`src/lpcs_pkg.sv`:
```
`timescale 1ns / 1ps
`default_nettype none
package lpcs_pkg;

    typedef enum logic [1:0] {
        REQ_SAMPLE = 2'd0,
        REQ_WRITE  = 2'd1,
        REQ_COMMIT = 2'd2,
        REQ_CLEAR  = 2'd3
    } req_t;

    typedef struct packed {
        req_t               req_type;
        logic signed [23:0] excitation;
        logic        [4:0]  coeff_index;
        logic signed [23:0] coeff_value;
        logic        [5:0]  new_order;
        logic signed [23:0] new_gain;
        logic               smooth_enable;
        logic               gain_enable;
    } in_t;

    typedef struct packed {
        logic signed [31:0] out_sample;
        logic               diverged;
    } out_t;

    typedef enum logic [2:0] {
        ST_IDLE,
        ST_TERM,
        ST_DSTART,
        ST_DIV,
        ST_FIN
    } state_t;

    typedef struct packed {
        logic mul_en;
        logic acc_en;
        logic acc_sub;
        logic acc_clr;
    } mac_ctrl_t;

    localparam int COEF_W = 24;
    localparam int MUL_A_W = 25;
    localparam int MUL_B_W = 33;
    localparam int PROD_W = MUL_A_W + MUL_B_W;
    localparam int FRAC_SHIFT = 16;
    localparam logic signed [23:0] UNITY_GAIN = 24'sd65536;

endpackage
`default_nettype wire

```
`src/lpcs_mac_unit.sv`:
```
`timescale 1ns / 1ps
`default_nettype none
module lpcs_mac_unit import lpcs_pkg::*; #(
    parameter int ACC_W = 61
) (
    input  wire logic                      aclk,
    input  wire logic                      aresetn,
    input  wire mac_ctrl_t                 ctrl,
    input  wire logic signed [MUL_A_W-1:0] mul_a,
    input  wire logic signed [MUL_B_W-1:0] mul_b,
    output logic signed [PROD_W-1:0]       prod,
    output logic signed [ACC_W-1:0]        acc,
    output logic                           acc_busy
);
    logic signed [PROD_W-1:0] prod_reg;
    logic signed [ACC_W-1:0]  acc_reg, acc_next;
    logic                     pend_reg;
    logic                     sub_reg;

    always_comb begin
        acc_next = acc_reg;
        if (ctrl.acc_clr) begin
            acc_next = '0;
        end else if (pend_reg) begin
            acc_next = sub_reg ? acc_reg - ACC_W'(prod_reg) : acc_reg + ACC_W'(prod_reg);
        end
    end

    always_ff @(posedge aclk) begin
        if (!aresetn) begin
            pend_reg <= 1'b0;
        end else begin
            pend_reg <= ctrl.mul_en && ctrl.acc_en;
        end
        if (ctrl.mul_en) begin
            prod_reg <= mul_a * mul_b;
            sub_reg  <= ctrl.acc_sub;
        end
        acc_reg <= acc_next;
    end

    assign prod     = prod_reg;
    assign acc      = acc_reg;
    assign acc_busy = pend_reg;

endmodule
`default_nettype wire

```
`config.mk`:
```
export PLATFORM = sky130hd
export DESIGN_NAME = lpcs_mac_unit
export DESIGN_NICKNAME = d
export VERILOG_FILES = /design/src/lpcs_pkg.sv /design/src/lpcs_mac_unit.sv
export SDC_FILE = /design/constraint.sdc
export NUM_CORES = 2
export LEC_CHECK = 0
export ABC_AREA = 1
export CORE_MARGIN = 2
export CORE_UTILIZATION = 40
export CTS_BUF_LIST = sky130_fd_sc_hd__clkbuf_4 sky130_fd_sc_hd__clkbuf_8 sky130_fd_sc_hd__clkbuf_16
export DETAILED_ROUTE_END_ITERATION = 16
export DONT_BUFFER_PORTS = 1
export PLACE_DENSITY = 0.53
export RECOVER_POWER = 25
export SYNTH_ARGS = -nofsm -noshare
export SYNTH_HDL_FRONTEND = slang
export SYNTH_SLANG_ARGS = --single-unit
```
`constraint.sdc`:
```
create_clock -name aclk -period 9.1 [get_ports aclk]
set_input_delay 0.455 -clock aclk [delete_from_list [all_inputs] [get_ports aclk]]
set_output_delay 0.455 -clock aclk [all_outputs]
set_load 0.1 [all_outputs]
```
==> impl_metrics.tcl <==
set metrics [dict create \
    status "finished, violations left" \
    failed_checks "capacitance limit, slew limit" \
    cpMaxStageDelayCell "fa_1" \
    syn_nets 6736 \
    route.vias.total 33914 \
    r2r_setup_slack_ns 3.86 \
    critPathTopFamily "adder cells" \
    slew_violations 42 \
    relSlewSlack_pct -8.69 \
    post_drt_wl_per_cell_microns 19.9 \
    skew_ns 0.0117 \
    use_met3_pct 3.44 \
    finalCritPeriodShare_pct 74.6 \
    post_cts_buffers 0 \
    r2r_start "prod[17]$_DFFE_PP_" \
    path_class "in2reg" \
    yosysTopAreaCell "fa_1" \
    holdBufCountCts 0 \
    grt_pass1_vias 35949 \
    drt-vias-per-instance 4.97 \
    rsz0062_at_grt "false" \
    fmax_ghz 0.147 \
    drive_gt1_share_pct 1.74 \
    hpwl_microns 114000 \
    critPathMaxStageDelay_ns 0.83 \
    hold_class "in2reg" \
    yosys-top-cells-area "fa_1 (41%), inv_1 (15%), nand2_1 (12%)" \
    synth_top_area_share_pct 41.0 \
    antenna_found_initial 0 \
    cp_common_cell "fa_1" \
    syn_area_sq_um 41200 \
    path_max_fanout 33 \
    synth_edf_count 59 \
    gr-total-overflow 0 \
    drt_iter0_drc 2333 \
    hold_viol_final 0 \
    crit_cells 20 \
    ant_nets 0 \
    largest_reg_flops 61 \
    worst_slew_pin_slew_ns 1.63 \
    grtUsageMet1_pct 35.0 \
    drc 0 \
    avgSynthCellArea_sq_um 7.34 \
    io_buffers 0 \
    grt_usage_pct 26.4 \
    initial_core_util_pct 40.4 \
    design.core.area_sq_um 102000 \
    clock_latency_ns 0.46 \
    finalSetupViolations 0 \
    num_antenna_cells 0 \
    clkSinkCount 121 \
    ys_seq_area_share_pct 7.32 \
    die-width_microns 325 \
    startpoint "mul_a[1]" \
    numCtsBuffers 17 \
    cts_htree_levels 4 \
    cts_root_buf "clkbuf_16" \
    wl_microns 136000 \
    clkTransAtPathRegs_ns 0.06 \
    cts_buffer_depth 2 \
    syn_to_final_growth_pct 4.09 \
    maxCapViolCount 9 \
    num_io_pins 184 \
    busiest_layer "met2" \
    required_ns 9.31 \
    worstPathCellList "nand2_1 -> inv_1 -> fa_1 -> inv_1 -> fa_1 -> fa_1 -> inv_1 -> fa_1 -> fa_1 -> fa_1 -> fa_1 -> ha_1 -> a21o_1 -> a31oi_1 -> o21ai_0 -> a21oi_1 -> nand3_1 -> nand2_1 -> a21o_1 -> nand2_1" \
    ys_async_sr_fraction_pct 0 \
    die_h_microns 325 \
    synth-main-ff-cell "dfxtp_1" \
    worstReg2RegEnd "acc[48]$_SDFFE_PP0P_" \
    synth_seq_cells 121 \
    cts_resized 0 \
    yosysUniqueCellTypes 47 \
    fin_crit_ns 6.79 \
    yosysWarnings 0 \
    rr_worst_depth 22 \
    setup_tns_ns 0 \
    worstSetupStartpointType "input port" \
    cts_tree "yes" \
    crit_arrival_ns 6.99 \
    num_rows 117 \
    place.gp.congestion 0.993 \
    endpoint "prod[52]$_DFFE_PP_" \
    grt_pass1_wl_microns 214000 \
    end_kind "flop" \
    grt_max_degree 61 \
    dr.pass1.iters 8 \
    synth_cells 5611 \
    fin_nets 6563 \
    worst-path-buf-inv 3 \
    holdPathStages 0 \
    grt.met2_usage_pct 44.7 \
    dieArea_sq_um 106000 \
]
-- worst min path at each step --
stage                       start                end  slack [ns]
final                     ctrl[1]  sub_reg$_DFFE_PP_        0.08
after global routing      ctrl[1]  sub_reg$_DFFE_PP_        0.07
after CTS                 ctrl[1]  sub_reg$_DFFE_PP_        0.06
after detailed placement  ctrl[1]  sub_reg$_DFFE_PP_        0.55
after global placement    ctrl[1]  sub_reg$_DFFE_PP_        0.55
after floorplan           ctrl[1]  sub_reg$_DFFE_PP_        0.55
-- synthesized netlist by cell type, types with 5 or more instances --
cell type / instances
xnor2_1: 38
a21o_1: 14
o21ai_1: 8
o21ai_0: 152
edfxtp_1: 59
o21ai_2: 5
nor4_1: 13
inv_1: 1596
o221ai_1: 5
nand2_2: 5
xor2_1: 97
nor2_1: 445
or2_2: 11
o21bai_1: 20
nand2_1: 1357
o31ai_1: 5
o21a_1: 6
a31oi_1: 13
nand3_1: 141
fa_1: 843
nor3_1: 33
buf_1: 9
clkbuf_1: 214
dfxtp_1: 62
a21oi_1: 162
nand4_1: 35
nor2_4: 5
nand3b_1: 5
ha_1: 218
-- cell type report --
cell class	instances	area, sq um
clock inverters	10	150
well taps	1368	1710
repair buffers	31	191
multi-input cells	3667	31300
fillers	10782	59000
inverters	1600	6010
flip-flops and latches	121	3020
clock buffers	22	463
-- kinds of logic after synthesis --
| logic type | count (synthesis) | synth area share, % |
|---|---|---|
| XOR/XNOR | 135 | 2.87 |
| AO/OA/AOI/OAI | 401 | 5.38 |
| buffers and inverters | 1823 | 16.6 |
| adder cells (fa/ha/maj) | 1061 | 47.6 |
| flip-flops | 121 | 7.32 |
| AND/OR/NAND/NOR | 2070 | 20.2 |
-- routing by layer --
layer,vias up,part of all wire (%)
li1,15768,-
met1,16919,43
met2,1002,47
met3,225,6.0
met4,0,3.7
met5,-,0
-- cell usage in the layout, fill, tap and decap left out, drive strengths merged, types with 5 or more instances in the layout --
cell type  instances
inv             1599
nand2           1362
fa               843
nor2             453
ha               218
o21ai            166
a21oi            162
nand3            145
xor2              97
dfxtp             62
edfxtp            59
xnor2             38
nand4             37
nor3              35
clkbuf            33
o21bai            20
buf               20
a21o              14
or2               14
nor4              13
a31oi             13
o21a               6
clkinv             6
nand3b             5
o221ai             5
o31ai              5
a21boi             5
-- through the flow --
stage	hold slack (ns)	util, %	std cells	area (sq um)	worst slack, ns
after global routing	0.0676	42.1	6819	42900	2.00
after CTS	0.0647	42.1	6819	42900	2.31
final	0.0848	42.1	6819	42900	2.31
after detailed placement	0.554	41.5	6787	42300	1.83
after global placement	0.554	41.5	6787	42300	1.89
after floorplan	0.554	-	5611	41200	2.33
Power is left out: the tool's default activity adds up to more than one toggle a clock period on the data nets, which glitch-free logic cannot reach.
