===== src/lpcs_pkg.sv =====
`timescale 1ns / 1ps
`default_nettype none
package lpcs_pkg;

    typedef enum logic [1:0] {
        REQ_SAMPLE = 2'd0,
        REQ_WRITE  = 2'd1,
        REQ_COMMIT = 2'd2,
        REQ_CLEAR  = 2'd3
    } req_t;

    typedef struct packed {
        req_t               req_type;
        logic signed [23:0] excitation;
        logic        [4:0]  coeff_index;
        logic signed [23:0] coeff_value;
        logic        [5:0]  new_order;
        logic signed [23:0] new_gain;
        logic               smooth_enable;
        logic               gain_enable;
    } in_t;

    typedef struct packed {
        logic signed [31:0] out_sample;
        logic               diverged;
    } out_t;

    typedef enum logic [2:0] {
        ST_IDLE,
        ST_TERM,
        ST_DSTART,
        ST_DIV,
        ST_FIN
    } state_t;

    typedef struct packed {
        logic mul_en;
        logic acc_en;
        logic acc_sub;
        logic acc_clr;
    } mac_ctrl_t;

    localparam int COEF_W = 24;
    localparam int MUL_A_W = 25;
    localparam int MUL_B_W = 33;
    localparam int PROD_W = MUL_A_W + MUL_B_W;
    localparam int FRAC_SHIFT = 16;
    localparam logic signed [23:0] UNITY_GAIN = 24'sd65536;

endpackage
`default_nettype wire


===== src/lpcs_divider.sv =====
`timescale 1ns / 1ps
`default_nettype none
module lpcs_divider import lpcs_pkg::*; #(
    parameter int DIVISOR = 64,
    parameter int RW = 7,
    parameter int QW = 24
) (
    input  wire logic               aclk,
    input  wire logic               aresetn,
    input  wire logic               start,
    input  wire logic [RW+QW-1:0]   dividend,
    output logic                    done,
    output logic [QW-1:0]           quotient
);
    localparam bit IS_POW2 = (DIVISOR & (DIVISOR - 1)) == 0;
    localparam int SH = $clog2(DIVISOR);
    localparam int YW = QW + 1;
    localparam int MW = YW + 1;
    localparam longint Q0 = (longint'(1) << QW) / DIVISOR;
    localparam longint R0 = (longint'(1) << QW) % DIVISOR;
    localparam longint RECIP = (longint'(1) << (YW + SH)) / DIVISOR + 1;
    localparam logic [QW:0]   Q0_C = (QW+1)'(Q0);
    localparam logic [RW-1:0] R0_C = RW'(R0);
    localparam logic [MW-1:0] RECIP_C = MW'(RECIP);

    logic                busy_reg, busy_next;
    logic                done_reg, done_next;
    logic [YW-1:0]       y_reg, y_next;
    logic [QW-1:0]       base_reg, base_next;
    logic [QW-1:0]       quo_reg, quo_next;
    logic [RW-1:0]       xh;
    logic [QW-1:0]       xl;
    logic [RW+QW:0]      base_full;
    logic [YW+MW-1:0]    scaled;

    assign xh        = dividend[RW+QW-1:QW];
    assign xl        = dividend[QW-1:0];
    assign base_full = (RW+QW+1)'(xh) * (RW+QW+1)'(Q0_C);
    assign scaled    = (YW+MW)'(y_reg) * (YW+MW)'(RECIP_C);

    always_comb begin
        busy_next = 1'b0;
        done_next = 1'b0;
        y_next    = y_reg;
        base_next = base_reg;
        quo_next  = quo_reg;
        if (start) begin
            if (IS_POW2) begin
                quo_next  = QW'(dividend >> SH);
                done_next = 1'b1;
            end else begin
                y_next    = YW'(xh) * YW'(R0_C) + YW'(xl);
                base_next = base_full[QW-1:0];
                busy_next = 1'b1;
            end
        end else if (busy_reg) begin
            quo_next  = base_reg + QW'(scaled >> (YW + SH));
            done_next = 1'b1;
        end
    end

    always_ff @(posedge aclk) begin
        if (!aresetn) begin
            busy_reg <= 1'b0;
            done_reg <= 1'b0;
        end else begin
            busy_reg <= busy_next;
            done_reg <= done_next;
        end
        y_reg    <= y_next;
        base_reg <= base_next;
        quo_reg  <= quo_next;
    end

    assign done     = done_reg;
    assign quotient = quo_reg;

endmodule
`default_nettype wire


===== config.mk =====
export PLATFORM = sky130hd
export DESIGN_NAME = lpcs_divider
export DESIGN_NICKNAME = d
export VERILOG_FILES = /design/src/lpcs_pkg.sv /design/src/lpcs_divider.sv
export SDC_FILE = /design/constraint.sdc
export NUM_CORES = 1
export LEC_CHECK = 0
export ABC_AREA = 1
export BUFFER_PORTS_ARGS = -buffer_cell sky130_fd_sc_hd__buf_2
export CORE_UTILIZATION = 40
export CTS_CLUSTER_SIZE = 25
export DETAILED_ROUTE_END_ITERATION = 16
export GPL_ROUTABILITY_DRIVEN = 0
export PLACE_DENSITY = 0.85
export SETUP_SLACK_MARGIN = 0.4
export SLEW_MARGIN = 30
export SYNTH_ARGS = -nofsm -noshare
export SYNTH_HDL_FRONTEND = slang
export SYNTH_SLANG_ARGS = --single-unit
export TNS_END_PERCENT = 1

===== constraint.sdc =====
create_clock -name aclk -period 0.8 [get_ports aclk]
set_input_delay 0.08 -clock aclk [delete_from_list [all_inputs] [get_ports aclk]]
set_output_delay 0.08 -clock aclk [all_outputs]
set_load 0.1 [all_outputs]

==> impl_metrics.csv <==
group,metric,value,unit
status,outcome,"finished, violations left",
status,failing_checks,"negative hold slack, negative setup slack",
sta,report.final.slew_viol_count,0,
critical_path,critical_path.startpoint,"quotient[2]",
sta,worst_hold_slack,-0.0608,ns
power_and_ir_drop,sw_frac_of_total,0.363,
sta,worst-slew-pin-transition,0.149,ns
synth,yosys_warnings,0,
job,cap_violations,0,
sta,layout_min_cycle_time,1.04,ns
synth,synthTopCellsByCount,"sky130_fd_sc_hd__edfxtp_1, sky130_fd_sc_hd__dfxtp_1, sky130_fd_sc_hd__inv_1, sky130_fd_sc_hd__nand2_1",
power_and_ir_drop,worst_ir_drop_vdd,1930,uV
clocking,path_clk_slew,0.12,ns
synth,synth_most_common_cell,"sky130_fd_sc_hd__edfxtp_1",
synth,synth_cells,27,
worst_hold_path,hp-class,"in2reg",
power_and_ir_drop,power_density,2310,nW/um^2
sta,rsz0062_at_grt,"true",
floorplan,die_area,2050,sq um
synth,ys_async_sr_fraction,0,
power_and_ir_drop,power.share.combinational,0.363,
power_and_ir_drop,power.clock.fraction,0.157,
power_and_ir_drop,p_sw,1.24,mW
critical_path,timing.critical_path.from_type,"flip-flop",
synth,dominantRegCellSynth,"sky130_fd_sc_hd__edfxtp_1",
power_and_ir_drop,pwr-share-seq,0.480,
synth,ys_types,4,
global_route,grt_pass1_vias,470,
placed_design,placement.cell_area,1450,sq um
detailed_routing,post_drt_wl_per_cell,16.1,um
detailed_routing,drt_iter0_markers,10,
critical_path,path_delay_family,"flip-flops",
clocking,clock_sinks,25,
synth,yosysTopAreaCell,"sky130_fd_sc_hd__edfxtp_1",
layout,multi_input_area,3.75,sq um
floorplan,die_w,45.3,um
synth,syn-num-nets,61,
floorplan,ioPinCount,59,
detailed_routing,detail_route.vias_per_cell,4.21,
layout,post_route_cells_drive_above_1_share,0.679,
placed_design,preCtsSetupSlack,0.0998,ns
clocking,numCtsBuffers,3,
clocking,post_cts.resized_instances,0,
detailed_routing,via_count,459,
power_and_ir_drop,cellLeakagePower,0.624,nW
layout,finish.instance_area,1480,sq um
power_and_ir_drop,intPower,2.17,mW
global_route,grt_start_max_net_pins,15,
layout,final.fill_count,81,
layout,max_reg_flops,24,
layout,area_growth_syn_to_layout,97.5,%
global_route,grt_use_met2,0.336,
critical_path,critical_path_depth,1,
global_route,track_usage,0.196,
clocking,ctsLongestPathBuffers,2,
synth,yosys-top-cells-area,"sky130_fd_sc_hd__edfxtp_1, sky130_fd_sc_hd__dfxtp_1, sky130_fd_sc_hd__inv_1",
clocking,cts_max_level,1,
placed_design,dp.cells,105,
detailed_routing,dr.pass1.iters,4,
clocking,cts_tree,"yes",
synth,synth-seq-area-share,0.990,
synth,synth_edf_count,24,
global_route,globalRoute.busiestLayer,"met2",
clocking,buffers_inserted_by_post_cts_timing_repair,0,
sta,finalSetupViolations,25,
critical_path,crit_path_end_kind,"output port",
global_route,grt.met1_usage,0.256,
sta,achievable-frequency,0.958,GHz
layout,design.final.nets,119,
layout,final_util,0.847,
synth,ys_ff_latch,25,
critical_path,worst-path-max-fanout,1,
detailed_routing,wire_length_after_detailed_routing,1760,um
global_route,grt_antenna_before_repair,0,
global_route,grt_pass1_wl,2560,um
clocking,root_buffer,"sky130_fd_sc_hd__clkbuf_4",
synth,postSynthAreaPerCell,27.7,sq um
layout,final_cell_count_no_fill,109,
detailed_routing,post-route-drc-count,0,
critical_path,timing.critical_path.buf_inv,1,
sta,setup_slack,-0.244,ns
synth,yosysTopAreaCellShare,0.963,
global_route,use_met3,0.0240,
floorplan,effective_utilization_at_floorplan,0.429,
floorplan,num_rows,15,
critical_path,timing.critical_path.required,0.72,ns
floorplan,core_area,1750,sq um
global_route,gr-total-overflow,0,
critical_path,crit_path_max_incr_delay,0.46,ns
sta,final-hold-violation-count,25,
layout,sequential_cell_area,742,sq um
layout,insertedDiodeCount,0,
placed_design,placement.io_buffers,51,
floorplan,die_height,45.3,um
critical_path,worst-endpoint-arrival,0.96,ns
synth,mappedNetlistArea,748,sq um
critical_path,worstSetupEndpoint,"quotient[2]",
critical_path,cp_slowest_cell,"sky130_fd_sc_hd__edfxtp_1",
critical_path,setup.worst_path.class,"reg2out",
detailed_routing,detail-route-antenna-nets,0,
power_and_ir_drop,p_total,3.41,mW
critical_path,timing.critical_path.cells,"buf_12",
sta,slew_headroom,0.901,
sta,post-route-period-util,1.30,
[cells in the final DEF (no fill, tap or decap)]
master,instances
sky130_fd_sc_hd__buf_12,27
sky130_fd_sc_hd__buf_2,26
sky130_fd_sc_hd__edfxtp_1,24
sky130_fd_sc_hd__clkbuf_4,3
sky130_fd_sc_hd__nand2_1,1
sky130_fd_sc_hd__inv_1,1
sky130_fd_sc_hd__clkbuf_1,1
sky130_fd_sc_hd__dfxtp_2,1
[layout make-up]
type	instances	area share
Sequential cell	25	0.502
Timing Repair Buffer	53	0.454
Tap cell	25	0.0212
Clock buffer	4	0.0178
Multi-Input combinational cell	1	0.00254
Inverter	1	0.00254
[power groups by stage]
stage          combinational, mW  sequential, mW  clock (mW)
5_1_grt                     1.26            1.65       0.592
4_1_cts                     1.25            1.64       0.549
2_1_floorplan            0.00174            2.34           0
6_report                    1.24            1.64       0.536
3_3_place_gp                1.23            1.66           0
3_5_place_dp                1.25            1.67           0
[timing repair]
item | 4_1_cts | 5_1_grt
hold endpoints to repair | 25 | 25
cloned | 0 | 0
setup endpoints to repair | 25 | 25
[how the worst min path moves through the flow]
stage	startpoint	endpoint	slack, ns	depth (start not counted)
after floorplan	start	done	0.17	2
after global placement	dividend[14]	quotient[8]	0.26	1
after detailed placement	dividend[13]	quotient[7]	0.26	1
after CTS	dividend[17]	quotient[11]	-0.07	1
after global routing	dividend[17]	quotient[11]	-0.09	1
final	dividend[13]	quotient[7]	-0.06	1
[kinds of logic (layout without fill, tap and decap cells)]
kind of cell,Yosys count,in the layout,synth area share
buf+inv,1,58,0.00501
flops,25,25,0.990
simple gates,1,1,0.00501
[layer usage]
layer  wire length (um)  share of wire  vias to the layer above
met4                 12         0.0068                        0
met3                 26          0.015                        2
met2               1020           0.58                       13
met5                  0              0                        -
li1                   -              -                      218
met1                697           0.40                      226
[metrics by stage]
stage               hold slack (ns)  TNS, ns
global route                -0.0863    -6.23
detailed placement            0.258        0
floorplan                     0.173    -4.42
finish                      -0.0608    -5.32
CTS                         -0.0709    -5.60
global placement              0.257        0
No activity file was read; power rests on OpenSTA's default activity.
